### src/design/quadrature_detent_accel_decoder_defines.svh
// Assertion macros shared by the decoder modules.
`ifndef QUADRATURE_DETENT_ACCEL_DECODER_DEFINES_SVH
`define QUADRATURE_DETENT_ACCEL_DECODER_DEFINES_SVH

// Same-cycle implication, disabled while reset is held.
`define QDAD_ASSERT_IMPL(label, clk, rstn, ante, cons, msg) \
    label: assert property (@(posedge clk) disable iff (!rstn) (ante) |-> (cons)) \
        else $error(msg);

// Next-cycle implication, disabled while reset is held.
`define QDAD_ASSERT_NEXT(label, clk, rstn, ante, cons, msg) \
    label: assert property (@(posedge clk) disable iff (!rstn) (ante) |=> (cons)) \
        else $error(msg);

`endif

### src/design/qdad_pkg.sv
// Types, constants and lookup functions of the quadrature detent decoder.
package qdad_pkg;

    localparam int POS_W  = 32;
    localparam int RATE_W = 16;

    // Configuration register indexes.
    typedef logic [2:0] reg_idx_t;
    localparam reg_idx_t REG_DETENT_MODE     = 3'd0;
    localparam reg_idx_t REG_RANGE_MIN       = 3'd1;
    localparam reg_idx_t REG_RANGE_MAX       = 3'd2;
    localparam reg_idx_t REG_RATE_FLOOR      = 3'd3;
    localparam reg_idx_t REG_RATE_CEILING    = 3'd4;
    localparam reg_idx_t REG_FULL_SPAN_TICKS = 3'd5;

    localparam logic [2:0] ENC_TYPE_MAX = 3'd4;

    typedef struct packed {
        logic [2:0]              detent_mode;
        logic signed [POS_W-1:0] range_min;
        logic signed [POS_W-1:0] range_max;
        logic [RATE_W-1:0]       rate_floor;
        logic [RATE_W-1:0]       rate_ceiling;
        logic [RATE_W-1:0]       full_span_ticks;
    } cfg_t;

    typedef enum logic [1:0] {
        DIR_NONE,
        DIR_UP,
        DIR_DOWN
    } dir_t;

    typedef enum logic [1:0] {
        CMD_HOLD,
        CMD_LOAD,
        CMD_MOVE
    } cmd_kind_t;

    typedef struct packed {
        cmd_kind_t               kind;
        dir_t                    dir;
        logic                    hit;
        logic [RATE_W-1:0]       rate;
        logic signed [POS_W-1:0] new_position;
    } cmd_t;

    localparam int FIFO_DEPTH = 2;
    localparam int FIFO_AW    = $clog2(FIFO_DEPTH);
    localparam int FIFO_CW    = $clog2(FIFO_DEPTH + 1);

    // Acceleration unit widths.
    localparam int MUL_A_W = 32;
    localparam int MUL_B_W = 24;
    localparam int MUL_P_W = MUL_A_W + MUL_B_W;
    localparam int CUBE_W  = 3 * RATE_W;
    localparam int NUM_W   = POS_W + CUBE_W;
    localparam int DIV_CNT_W = $clog2(POS_W);
    localparam logic [DIV_CNT_W-1:0] DIV_LAST = DIV_CNT_W'(POS_W - 1);

    typedef struct packed {
        logic              start;
        logic [RATE_W-1:0] rate;
    } acc_req_t;

    typedef struct packed {
        logic             done;
        logic [POS_W-1:0] step;
    } acc_rsp_t;

    typedef enum logic [3:0] {
        ACC_IDLE,
        ACC_DIV_SPAN,
        ACC_MUL_SS,
        ACC_MUL_C,
        ACC_MUL_DD,
        ACC_MUL_D3,
        ACC_MUL_PLO,
        ACC_MUL_PHI,
        ACC_SUM,
        ACC_DIV_Q,
        ACC_DONE
    } acc_state_t;

    typedef enum logic [1:0] {
        BK_IDLE,
        BK_ACCEL,
        BK_APPLY
    } bk_state_t;

    // Direction of a pin-state change, indexed by old and new state.
    function automatic dir_t dir_lookup(input logic [1:0] prev, input logic [1:0] now);
        dir_t d;
        unique case ({prev, now})
            4'd2, 4'd4, 4'd11, 4'd13: d = DIR_UP;
            4'd1, 4'd7, 4'd8, 4'd14:  d = DIR_DOWN;
            default:                  d = DIR_NONE;
        endcase
        return d;
    endfunction

    // Bit k set: pin state k is a detent for this encoder type.
    function automatic logic [3:0] detent_mask(input logic [2:0] enc_type);
        logic [3:0] m;
        unique case (enc_type)
            3'd0:    m = 4'h8;
            3'd1:    m = 4'h1;
            3'd2:    m = 4'h9;
            3'd3:    m = 4'h6;
            3'd4:    m = 4'hF;
            default: m = 4'h8;
        endcase
        return m;
    endfunction

    function automatic logic [1:0] detent_shift(input logic [2:0] enc_type);
        logic [1:0] s;
        unique case (enc_type)
            3'd0, 3'd1: s = 2'd2;
            3'd2, 3'd3: s = 2'd1;
            3'd4:       s = 2'd0;
            default:    s = 2'd2;
        endcase
        return s;
    endfunction

endpackage

### src/design/qdad_front.sv
// Input side: tracks the pin state and classifies each item into a command.
module qdad_front
    import qdad_pkg::*;
(
    input  logic                    aclk,
    input  logic                    aresetn,
    input  cfg_t                    cfg,
    input  logic                    s_valid,
    output logic                    s_ready,
    input  logic                    s_func,
    input  logic                    s_pin_a,
    input  logic                    s_pin_b,
    input  logic [RATE_W-1:0]       s_detent_rate,
    input  logic signed [POS_W-1:0] s_new_position,
    input  logic                    q_full,
    output logic                    q_push,
    output cmd_t                    q_data
);

    logic [1:0] prev_pins_reg;
    logic [1:0] prev_pins_next;
    logic [1:0] now_pins;
    logic [3:0] mask;

    assign now_pins = {s_pin_b, s_pin_a};
    assign mask     = detent_mask(cfg.detent_mode);
    assign s_ready  = !q_full;
    assign q_push   = s_valid && !q_full;

    always_comb begin
        q_data.rate         = s_detent_rate;
        q_data.new_position = s_new_position;
        q_data.dir          = DIR_NONE;
        q_data.hit          = 1'b0;
        prev_pins_next      = prev_pins_reg;
        if (s_func) begin
            q_data.kind = CMD_LOAD;
        end else if (now_pins == prev_pins_reg) begin
            q_data.kind = CMD_HOLD;
        end else begin
            q_data.kind    = CMD_MOVE;
            q_data.dir     = dir_lookup(prev_pins_reg, now_pins);
            q_data.hit     = mask[now_pins];
            prev_pins_next = now_pins;
        end
    end

    always_ff @(posedge aclk) begin
        if (!aresetn) begin
            prev_pins_reg <= 2'b00;
        end else if (q_push) begin
            prev_pins_reg <= prev_pins_next;
        end
    end

endmodule

### src/design/qdad_fifo.sv
// Short command queue between the front and back parts.
module qdad_fifo
    import qdad_pkg::*;
(
    input  logic aclk,
    input  logic aresetn,
    input  logic push,
    input  cmd_t wdata,
    output logic full,
    input  logic pop,
    output cmd_t rdata,
    output logic empty
);

    cmd_t               mem [FIFO_DEPTH];
    logic [FIFO_AW-1:0] wr_ptr_reg;
    logic [FIFO_AW-1:0] rd_ptr_reg;
    logic [FIFO_CW-1:0] count_reg;
    logic [FIFO_CW-1:0] count_next;

    assign full  = (count_reg == FIFO_CW'(FIFO_DEPTH));
    assign empty = (count_reg == '0);
    assign rdata = mem[rd_ptr_reg];

    always_comb begin
        count_next = count_reg;
        if (push && !pop) begin
            count_next = count_reg + 1'b1;
        end else if (pop && !push) begin
            count_next = count_reg - 1'b1;
        end
    end

    always_ff @(posedge aclk) begin
        if (push) begin
            mem[wr_ptr_reg] <= wdata;
        end
    end

    always_ff @(posedge aclk) begin
        if (!aresetn) begin
            wr_ptr_reg <= '0;
            rd_ptr_reg <= '0;
            count_reg  <= '0;
        end else begin
            if (push) begin
                wr_ptr_reg <= wr_ptr_reg + 1'b1;
            end
            if (pop) begin
                rd_ptr_reg <= rd_ptr_reg + 1'b1;
            end
            count_reg <= count_next;
        end
    end

endmodule

### src/design/qdad_accel.sv
// Acceleration step unit: one shared multiplier and a shared restoring divider.
module qdad_accel
    import qdad_pkg::*;
(
    input  logic     aclk,
    input  logic     aresetn,
    input  cfg_t     cfg,
    input  acc_req_t req,
    output acc_rsp_t rsp
);

`include "quadrature_detent_accel_decoder_defines.svh"

    acc_state_t state_reg;
    acc_state_t state_next;

    logic [RATE_W-1:0]    s_reg;
    logic [RATE_W-1:0]    d_reg;
    logic [POS_W-1:0]     dl_reg;
    logic [CUBE_W-1:0]    cube_reg;
    logic [CUBE_W-1:0]    div_reg;
    logic [CUBE_W-1:0]    rem_reg;
    logic [POS_W-1:0]     qd_reg;
    logic [MUL_P_W-1:0]   mul_reg;
    logic [MUL_P_W-1:0]   plo_reg;
    logic [DIV_CNT_W-1:0] cnt_reg;

    logic [RATE_W-1:0]  rate_clamped;
    logic [RATE_W-1:0]  s_val;
    logic [RATE_W-1:0]  d_val;
    logic               trivial;
    logic [POS_W:0]     span;
    logic               span_pos;
    logic [RATE_W-1:0]  ticks;
    logic [MUL_A_W-1:0] mul_a;
    logic [MUL_B_W-1:0] mul_b;
    logic [CUBE_W:0]    trial;
    logic [CUBE_W+1:0]  diff;
    logic               qbit;
    logic [CUBE_W-1:0]  rem_iter;
    logic [NUM_W-1:0]   num;
    logic               in_div;

    // Operand preparation at start.
    always_comb begin
        if (req.rate < cfg.rate_floor) begin
            rate_clamped = cfg.rate_floor;
        end else if (req.rate > cfg.rate_ceiling) begin
            rate_clamped = cfg.rate_ceiling;
        end else begin
            rate_clamped = req.rate;
        end
    end

    assign s_val    = rate_clamped - cfg.rate_floor;
    assign d_val    = cfg.rate_ceiling - cfg.rate_floor;
    assign trivial  = (cfg.rate_ceiling <= cfg.rate_floor) || (s_val == '0);
    assign span     = {cfg.range_max[POS_W-1], cfg.range_max}
                    - {cfg.range_min[POS_W-1], cfg.range_min};
    assign span_pos = !span[POS_W] && (span != '0);
    assign ticks    = (cfg.full_span_ticks == '0) ? RATE_W'(1) : cfg.full_span_ticks;

    // One restoring division step, shared by both divisions.
    assign trial    = {rem_reg, qd_reg[POS_W-1]};
    assign diff     = {1'b0, trial} - {2'b00, div_reg};
    assign qbit     = !diff[CUBE_W+1];
    assign rem_iter = qbit ? diff[CUBE_W-1:0] : trial[CUBE_W-1:0];

    // Numerator dl * s^3 from its two partial products.
    assign num = {{(NUM_W-MUL_P_W){1'b0}}, plo_reg} + {mul_reg, {MUL_B_W{1'b0}}};

    assign in_div = (state_reg == ACC_DIV_SPAN) || (state_reg == ACC_DIV_Q);

    always_comb begin
        state_next = state_reg;
        unique case (state_reg)
            ACC_IDLE: begin
                if (req.start) begin
                    state_next = trivial ? ACC_DONE : ACC_DIV_SPAN;
                end
            end
            ACC_DIV_SPAN: begin
                if (cnt_reg == DIV_LAST) begin
                    state_next = ACC_MUL_SS;
                end
            end
            ACC_MUL_SS:  state_next = ACC_MUL_C;
            ACC_MUL_C:   state_next = ACC_MUL_DD;
            ACC_MUL_DD:  state_next = ACC_MUL_D3;
            ACC_MUL_D3:  state_next = ACC_MUL_PLO;
            ACC_MUL_PLO: state_next = ACC_MUL_PHI;
            ACC_MUL_PHI: state_next = ACC_SUM;
            ACC_SUM:     state_next = ACC_DIV_Q;
            ACC_DIV_Q: begin
                if (cnt_reg == DIV_LAST) begin
                    state_next = ACC_DONE;
                end
            end
            ACC_DONE:    state_next = ACC_IDLE;
            default:     state_next = ACC_IDLE;
        endcase
    end

    always_comb begin
        mul_a = '0;
        mul_b = '0;
        unique case (state_reg)
            ACC_MUL_SS: begin
                mul_a = MUL_A_W'(s_reg);
                mul_b = MUL_B_W'(s_reg);
            end
            ACC_MUL_C: begin
                mul_a = mul_reg[MUL_A_W-1:0];
                mul_b = MUL_B_W'(s_reg);
            end
            ACC_MUL_DD: begin
                mul_a = MUL_A_W'(d_reg);
                mul_b = MUL_B_W'(d_reg);
            end
            ACC_MUL_D3: begin
                mul_a = mul_reg[MUL_A_W-1:0];
                mul_b = MUL_B_W'(d_reg);
            end
            ACC_MUL_PLO: begin
                mul_a = dl_reg;
                mul_b = cube_reg[MUL_B_W-1:0];
            end
            ACC_MUL_PHI: begin
                mul_a = dl_reg;
                mul_b = cube_reg[CUBE_W-1:MUL_B_W];
            end
            default: begin
                mul_a = '0;
                mul_b = '0;
            end
        endcase
    end

    assign rsp.done = (state_reg == ACC_DONE);
    assign rsp.step = qd_reg + 1'b1;

    always_ff @(posedge aclk) begin
        mul_reg <= mul_a * mul_b;
        unique case (state_reg)
            ACC_IDLE: begin
                if (req.start) begin
                    s_reg   <= s_val;
                    d_reg   <= d_val;
                    rem_reg <= '0;
                    div_reg <= CUBE_W'(ticks);
                    qd_reg  <= (trivial || !span_pos) ? '0 : span[POS_W-1:0];
                end
            end
            ACC_DIV_SPAN, ACC_DIV_Q: begin
                rem_reg <= rem_iter;
                qd_reg  <= {qd_reg[POS_W-2:0], qbit};
            end
            ACC_MUL_SS: begin
                dl_reg <= (qd_reg == '0) ? POS_W'(1) : qd_reg;
            end
            ACC_MUL_DD: begin
                cube_reg <= mul_reg[CUBE_W-1:0];
            end
            ACC_MUL_PLO: begin
                div_reg <= mul_reg[CUBE_W-1:0];
            end
            ACC_MUL_PHI: begin
                plo_reg <= mul_reg;
            end
            ACC_SUM: begin
                rem_reg <= num[NUM_W-1:POS_W];
                qd_reg  <= num[POS_W-1:0];
            end
            default: begin
            end
        endcase
    end

    always_ff @(posedge aclk) begin
        if (!aresetn) begin
            state_reg <= ACC_IDLE;
            cnt_reg   <= '0;
        end else begin
            state_reg <= state_next;
            if (in_div) begin
                cnt_reg <= cnt_reg + 1'b1;
            end else begin
                cnt_reg <= '0;
            end
        end
    end

    `QDAD_ASSERT_IMPL(a_start_when_idle, aclk, aresetn, req.start, state_reg == ACC_IDLE, "accel started while busy")
    `QDAD_ASSERT_IMPL(a_rem_below_div, aclk, aresetn, in_div, rem_reg < div_reg, "divider remainder not below divisor")
    `QDAD_ASSERT_NEXT(a_done_single, aclk, aresetn, rsp.done, !rsp.done && state_reg == ACC_IDLE, "done not a single pulse")

endmodule

### src/design/qdad_back.sv
// Execution side: applies commands to the positions and holds the result register.
module qdad_back
    import qdad_pkg::*;
(
    input  logic                    aclk,
    input  logic                    aresetn,
    input  cfg_t                    cfg,
    input  cmd_t                    cmd,
    input  logic                    cmd_empty,
    output logic                    cmd_pop,
    output acc_req_t                acc_req,
    input  acc_rsp_t                acc_rsp,
    output logic                    m_valid,
    input  logic                    m_ready,
    output logic signed [POS_W-1:0] m_position,
    output logic                    m_detent_reached
);

`include "quadrature_detent_accel_decoder_defines.svh"

    bk_state_t state_reg;
    bk_state_t state_next;

    logic [POS_W-1:0] fine_reg;
    logic [POS_W-1:0] fine_next;
    logic [POS_W-1:0] rep_reg;
    logic [POS_W-1:0] rep_next;
    cmd_t             cur_reg;
    logic [POS_W-1:0] step_reg;
    logic             m_valid_reg;
    logic             m_valid_next;
    logic [POS_W-1:0] m_pos_reg;
    logic             m_hit_reg;

    logic                    slot_free;
    logic                    needs_accel;
    logic                    exec_now;
    logic                    apply_now;
    logic                    commit;
    logic                    hit_next;
    cmd_t                    op;
    logic [1:0]              sh;
    logic [POS_W-1:0]        keep;
    logic [POS_W-1:0]        np;
    logic [POS_W-1:0]        fine_moved;
    logic signed [POS_W-1:0] fine_moved_s;
    logic [POS_W-1:0]        fine_asr;

    assign slot_free   = !m_valid_reg || m_ready;
    assign needs_accel = (cmd.kind == CMD_MOVE) && (cmd.dir != DIR_NONE);
    assign sh          = detent_shift(cfg.detent_mode);

    always_comb begin
        state_next = state_reg;
        unique case (state_reg)
            BK_IDLE: begin
                if (!cmd_empty && slot_free && needs_accel) begin
                    state_next = BK_ACCEL;
                end
            end
            BK_ACCEL: begin
                if (acc_rsp.done) begin
                    state_next = BK_APPLY;
                end
            end
            BK_APPLY: begin
                if (slot_free) begin
                    state_next = BK_IDLE;
                end
            end
            default: state_next = BK_IDLE;
        endcase
    end

    always_comb begin
        cmd_pop       = (state_reg == BK_IDLE) && !cmd_empty && slot_free;
        acc_req.start = cmd_pop && needs_accel;
        acc_req.rate  = cmd.rate;
        exec_now      = cmd_pop && !needs_accel;
        apply_now     = (state_reg == BK_APPLY) && slot_free;
        commit        = exec_now || apply_now;
    end

    // Position update; a command without acceleration runs straight from the queue.
    assign op           = (state_reg == BK_APPLY) ? cur_reg : cmd;
    assign np           = op.new_position;
    assign keep         = ~({POS_W{1'b1}} << sh);
    assign fine_moved_s = fine_moved;
    assign fine_asr     = fine_moved_s >>> sh;

    always_comb begin
        unique case (op.dir)
            DIR_UP:   fine_moved = fine_reg + step_reg;
            DIR_DOWN: fine_moved = fine_reg - step_reg;
            default:  fine_moved = fine_reg;
        endcase
    end

    always_comb begin
        fine_next = fine_reg;
        rep_next  = rep_reg;
        hit_next  = 1'b0;
        unique case (op.kind)
            CMD_LOAD: begin
                fine_next = (np << sh) | (fine_reg & keep);
                rep_next  = np;
            end
            CMD_MOVE: begin
                fine_next = fine_moved;
                hit_next  = op.hit;
                if (op.hit) begin
                    rep_next = fine_asr;
                end
            end
            default: begin
                fine_next = fine_reg;
            end
        endcase
    end

    always_comb begin
        if (commit) begin
            m_valid_next = 1'b1;
        end else if (m_ready) begin
            m_valid_next = 1'b0;
        end else begin
            m_valid_next = m_valid_reg;
        end
    end

    always_ff @(posedge aclk) begin
        if (acc_req.start) begin
            cur_reg <= cmd;
        end
        if (acc_rsp.done) begin
            step_reg <= acc_rsp.step;
        end
        if (commit) begin
            m_pos_reg <= rep_next;
            m_hit_reg <= hit_next;
        end
    end

    always_ff @(posedge aclk) begin
        if (!aresetn) begin
            state_reg   <= BK_IDLE;
            fine_reg    <= '0;
            rep_reg     <= '0;
            m_valid_reg <= 1'b0;
        end else begin
            state_reg   <= state_next;
            m_valid_reg <= m_valid_next;
            if (commit) begin
                fine_reg <= fine_next;
                rep_reg  <= rep_next;
            end
        end
    end

    assign m_valid          = m_valid_reg;
    assign m_position       = m_pos_reg;
    assign m_detent_reached = m_hit_reg;

    `QDAD_ASSERT_IMPL(a_done_in_accel, aclk, aresetn, acc_rsp.done, state_reg == BK_ACCEL, "step arrived while not waiting")
    `QDAD_ASSERT_NEXT(a_commit_shows, aclk, aresetn, commit, m_valid_reg, "committed result not presented")
    `QDAD_ASSERT_NEXT(a_apply_holds, aclk, aresetn, state_reg == BK_APPLY && !slot_free, state_reg == BK_APPLY && $stable(fine_reg), "blocked apply changed state")

endmodule

### src/design/quadrature_detent_accel_decoder.sv
// Quadrature decoder with detent reporting and cubic acceleration: top level.
// A load, an unchanged sample or a change without direction passes the command queue and
// then the result register; a counted change also waits on the shared step unit, with its
// two 32-step divisions and six multiplies, or skips them when the step is plainly one.
// One item per cycle unless m_ready stalls; a counted change holds the queue until applied.
// Reset (aresetn low, synchronous) clears pins and positions and loads register defaults.
module quadrature_detent_accel_decoder
    import qdad_pkg::*;
(
    input  logic                    aclk,
    input  logic                    aresetn,
    input  logic                    cfg_wr_en,
    input  logic [2:0]              cfg_addr,
    input  logic [POS_W-1:0]        cfg_wr_data,
    input  logic                    s_valid,
    output logic                    s_ready,
    input  logic                    s_func,
    input  logic                    s_pin_a,
    input  logic                    s_pin_b,
    input  logic [RATE_W-1:0]       s_detent_rate,
    input  logic signed [POS_W-1:0] s_new_position,
    output logic                    m_valid,
    input  logic                    m_ready,
    output logic signed [POS_W-1:0] m_position,
    output logic                    m_detent_reached
);

    cfg_t     cfg_reg;
    logic     q_push;
    logic     q_full;
    logic     q_pop;
    logic     q_empty;
    cmd_t     q_wdata;
    cmd_t     q_rdata;
    acc_req_t acc_req;
    acc_rsp_t acc_rsp;

    always_ff @(posedge aclk) begin
        if (!aresetn) begin
            cfg_reg.detent_mode     <= 3'd0;
            cfg_reg.range_min       <= '0;
            cfg_reg.range_max       <= POS_W'(1000);
            cfg_reg.rate_floor      <= RATE_W'(5);
            cfg_reg.rate_ceiling    <= RATE_W'(40);
            cfg_reg.full_span_ticks <= RATE_W'(100);
        end else if (cfg_wr_en) begin
            unique case (cfg_addr)
                REG_DETENT_MODE: begin
                    // Codes above the last encoder type are ignored.
                    if (cfg_wr_data[2:0] <= ENC_TYPE_MAX) begin
                        cfg_reg.detent_mode <= cfg_wr_data[2:0];
                    end
                end
                REG_RANGE_MIN:       cfg_reg.range_min       <= cfg_wr_data;
                REG_RANGE_MAX:       cfg_reg.range_max       <= cfg_wr_data;
                REG_RATE_FLOOR:      cfg_reg.rate_floor      <= cfg_wr_data[RATE_W-1:0];
                REG_RATE_CEILING:    cfg_reg.rate_ceiling    <= cfg_wr_data[RATE_W-1:0];
                REG_FULL_SPAN_TICKS: cfg_reg.full_span_ticks <= cfg_wr_data[RATE_W-1:0];
                default: begin
                end
            endcase
        end
    end

    qdad_front u_front (
        .aclk           (aclk),
        .aresetn        (aresetn),
        .cfg            (cfg_reg),
        .s_valid        (s_valid),
        .s_ready        (s_ready),
        .s_func         (s_func),
        .s_pin_a        (s_pin_a),
        .s_pin_b        (s_pin_b),
        .s_detent_rate  (s_detent_rate),
        .s_new_position (s_new_position),
        .q_full         (q_full),
        .q_push         (q_push),
        .q_data         (q_wdata)
    );

    qdad_fifo u_fifo (
        .aclk    (aclk),
        .aresetn (aresetn),
        .push    (q_push),
        .wdata   (q_wdata),
        .full    (q_full),
        .pop     (q_pop),
        .rdata   (q_rdata),
        .empty   (q_empty)
    );

    qdad_accel u_accel (
        .aclk    (aclk),
        .aresetn (aresetn),
        .cfg     (cfg_reg),
        .req     (acc_req),
        .rsp     (acc_rsp)
    );

    qdad_back u_back (
        .aclk             (aclk),
        .aresetn          (aresetn),
        .cfg              (cfg_reg),
        .cmd              (q_rdata),
        .cmd_empty        (q_empty),
        .cmd_pop          (q_pop),
        .acc_req          (acc_req),
        .acc_rsp          (acc_rsp),
        .m_valid          (m_valid),
        .m_ready          (m_ready),
        .m_position       (m_position),
        .m_detent_reached (m_detent_reached)
    );

endmodule
### config.mk
export PLATFORM = sky130hd
export DESIGN_NAME = quadrature_detent_accel_decoder
export DESIGN_NICKNAME = d
export VERILOG_FILES = /design/src/design/qdad_pkg.sv /design/src/design/qdad_front.sv /design/src/design/qdad_fifo.sv /design/src/design/qdad_accel.sv /design/src/design/qdad_back.sv /design/src/design/quadrature_detent_accel_decoder.sv
export VERILOG_INCLUDE_DIRS = /design/src /design/src/design
export SDC_FILE = /design/constraint.sdc
export NUM_CORES = 2
export LEC_CHECK = 0
export BUFFER_PORTS_ARGS = -buffer_cell sky130_fd_sc_hd__buf_2
export CAP_MARGIN = 20
export CORE_MARGIN = 2
export CORE_UTILIZATION = 30
export DETAILED_ROUTE_END_ITERATION = 7
export PLACE_DENSITY_LB_ADDON = 0.05
export SLEW_MARGIN = 20
export SYNTH_ARGS = -nofsm -noshare
export SYNTH_HDL_FRONTEND = slang
export SYNTH_SLANG_ARGS = --single-unit
### constraint.sdc
create_clock -name aclk -period 13.1 [get_ports aclk]
set_clock_uncertainty 0.1 [all_clocks]
set_input_delay 0.655 -clock aclk [delete_from_list [all_inputs] [get_ports aclk]]
set_output_delay 0.655 -clock aclk [all_outputs]
set_load 0.1 [all_outputs]
==> flow_summary_export.csv <==
group,metric,value,unit
outcome,outcome,"finished, final reports clean",
worst_setup_path,cpLargestDelayFamily,"adder cells",
cells_and_area,num-nets-final,8179,
global_route,globalRouteOverflowTotal,0,
yosys,async_flop_share,0,%
place,place_congestion,0.872,
floorplanning,die_area,0.222,sq mm
cts,h-tree-depth,3,
floorplanning,start_util,30.2,%
floorplanning,die_h,472,um
yosys,syn_area,0.0656,sq mm
cts,ctsResizeCount,0,
yosys,yosysTopAreaCell,"edfxtp_1",
sta,worst_slew_pin_slew,1.20,ns
worst_setup_path,cp-start-kind,"flip-flop",
cts,cts_made_buffers,91,
worst_setup_path,crit_fanout,54,
place,hpwl,197000,um
sta,rsz0062_at_grt,"false",
sta,setup_tns,0,ns
sta,slew_viol_final,0,
worst_setup_path,end_kind,"flip-flop",
cts,clk_pin_slew,0.06,ns
route,drt-initial-drc-count,3898,
sta,fin_crit_sh,81.8,%
yosys,postSynthCellCount,6944,
cts,clock_latency,0.73,ns
global_route,grt_max_degree,79,
cts,cts_tree,"built",
cts,cts.sink_count,758,
yosys,synthDistinctLibCells,103,
worst_setup_path,crit_slowest_cell,"a22o_1",
floorplanning,io_pins,126,
job,maxCapViolations,0,
route,drc,0,
yosys,syn_nets,8095,
route,post_drt_via_cell_ratio,5.14,
sta,slew_headroom,20.1,%
power_and_ir_drop,pwr_density_cell,179,mW/mm^2
place,io_buffers,125,
global_route,grt_usage,22.8,%
route,wirelength,256000,um
yosys,seq_area_frac_synth,30.8,%
place,place_inst,9747,
yosys,ys_top_cells_by_area,"edfxtp_1 23%, fa_1 20%, dfxtp_1 7.7%",
cells_and_area,largest_reg_flops,115,
power_and_ir_drop,ir_drop,149,uV
sta,fmax,0.0933,GHz
cts,ctsLongestPathBuffers,3,
route,final_antenna_net_count,0,
worst_setup_path,max_stage_delay,1.04,ns
floorplanning,rows,171,
yosys,avgSynthCellArea,9.45,sq um
floorplanning,die_w,472,um
power_and_ir_drop,p_leak,31.0,nW
global_route,grt_first_pass_wirelength,372000,um
yosys,synth_seq_cells,758,
sta,finalHoldViolCount,0,
yosys,synth_edf_count,504,
route,dr.pass1.iters,5,
sta,setup_viol,0,
sta,period_minus_slack,10.72,ns
worst_setup_path,arrival,11.24,ns
worst_setup_path,crit_required,13.62,ns
yosys,ys.flop_type,"edfxtp_1",
min_path,worstHoldPathType,"in2reg",
route,detail_route.wl_per_cell,25.7,um
sta,hold_ws,0.0577,ns
yosys,ys.warnings.count,0,
global_route,grt_pass1_vias,52200,
cells_and_area,finalNonFillerCells,9968,
worst_setup_path,cp_num_buf_inv,6,
worst_setup_path,cp_common_cell,"fa_1",
global_route,antenna_found_initial,22,
cts,root_buffer,"clkbuf_16",
floorplanning,coreArea,0.217,sq mm
yosys,synth_top_area_share,23.1,%
worst_setup_path,worstSetupPathType,"reg2reg",
cells_and_area,finalCoreUtilization,33.9,%
route,num_vias,51200,
cells_and_area,areaGrowthSynthToFinish,12.4,%
cells_and_area,drive_above_1_share,9.51,%
-- cell type report --
class                           count  area, sq um
Inverter                          961         3610
Clock buffer                      114         2490
Antenna cell                        8         20.0
Sequential cell                   758        20200
Timing Repair Buffer              356         2490
Fill cell                       22600       144000
Tap cell                         2854         3570
Multi-Input combinational cell   4860        40700
Clock inverter                     57          702
-- cells in the final DEF, fill, tap and decap left out, types with 29 or more instances in the layout --
cell type and n:
nand2_1 894, a21oi_1 366, and3_1 46, nand3_1 80, inv_1 957, a221oi_1 29
and2_1 66, o21ai_2 30, dlygate4sd3_1 42, xor2_1 102, ha_1 394, a22oi_1 100
a211oi_1 65, a21o_1 125, fa_1 664, nand4_1 40, dfxtp_1 252, o21ai_0 184
o211ai_1 34, buf_4 185, nor2b_1 34, buf_2 126, xnor2_1 189, mux2_2 71
o21a_1 43, o22ai_1 77, clkbuf_16 95, mux2i_1 91, nor3_1 53, nor2_1 583
a31oi_1 34, edfxtp_1 504, nand2b_1 46
-- routing by layer --
metal	wire, um	up-vias	GRT usage (%)
met5	10	-	0
met4	7550	2	6.05
met3	11400	280	2.90
met2	120000	1231	37.6
met1	117000	26200	31.4
li1	-	23500	-
-- kinds of logic after synthesis --
kind of cell	Yosys count	synth area share (%)
flops	758	30.8
xor+xnor	292	3.91
buf+inv	1326	7.69
compound gates	1405	14.4
mux	162	2.61
fa+ha+maj	1060	27.8
simple gates	1941	12.7
-- timing repair --
item                                   in CTS  in global routing
hold buffers                               42                  0
endpoints found under the hold margin      84                  0
buffers inserted                            0                  0
-- power breakdown --
part           switching [mW]  leakage [nW]  internal, mW  total (mW)
Sequential              0.401          6.71          3.26        3.66
Clock                    1.15          1.53          1.60        2.75
Combinational            4.62          22.7          2.18        6.80
-- Yosys cell counts (11+ instances only) --
| cell type | n |
|---|---|
| nor2_1 | 589 |
| clkbuf_1 | 323 |
| o21ai_0 | 184 |
| buf_1 | 25 |
| nand3_1 | 81 |
| nand2_1 | 896 |
| a22o_1 | 28 |
| a221o_1 | 27 |
| xnor2_1 | 189 |
| mux2_2 | 71 |
| a31oi_1 | 34 |
| edfxtp_1 | 504 |
| mux2i_1 | 91 |
| nor3_1 | 58 |
| a211o_1 | 11 |
| o21a_1 | 43 |
| a21oi_1 | 367 |
| a21boi_0 | 18 |
| o21ai_1 | 28 |
| o22ai_1 | 77 |
| or3_1 | 15 |
| nand2b_1 | 47 |
| a21o_1 | 125 |
| a22oi_1 | 102 |
| a21boi_1 | 15 |
| nand4_1 | 40 |
| a221oi_1 | 41 |
| xor2_1 | 102 |
| o31ai_1 | 32 |
| dfxtp_1 | 254 |
| o211ai_1 | 34 |
| o221ai_1 | 24 |
| fa_1 | 664 |
| and3_1 | 47 |
| nor4_1 | 14 |
| nor2b_1 | 37 |
| inv_1 | 958 |
| ha_1 | 396 |
| and2_1 | 67 |
| o21ai_2 | 30 |
| a211oi_1 | 65 |
| o21bai_1 | 21 |
-- through the flow --
stage | power (mW) | worst slack (ns) | instance area, sq um
after floorplan | 8.16 | 3.01 | 65600
after CTS | 13.3 | 2.42 | 73700
after global placement | 10.5 | 2.49 | 70000
after global routing | 14.0 | 1.87 | 73800
after detailed placement | 10.5 | 2.48 | 70100
final | 13.2 | 2.38 | 73800
-- final timing paths --
check | startpoint | endpoint | slack, ns | cells after the start
worst max-delay path | u_accel.state_reg[3]$_SDFFE_PN0P_ | u_accel.mul_reg[54]$_DFF_P_ | 2.38 | 29
worst min-delay path | s_detent_rate[5] | u_fifo.mem[0][37]$_DFFE_PP_ | 0.06 | 1
worst max register to register | u_accel.state_reg[3]$_SDFFE_PN0P_ | u_accel.mul_reg[54]$_DFF_P_ | 2.38 | 29
worst min register to register | u_accel.cnt_reg[0]$_SDFF_PN0_ | u_accel.cnt_reg[0]$_SDFF_PN0_ | 0.35 | 1
(Power assumes the default switching activity.)
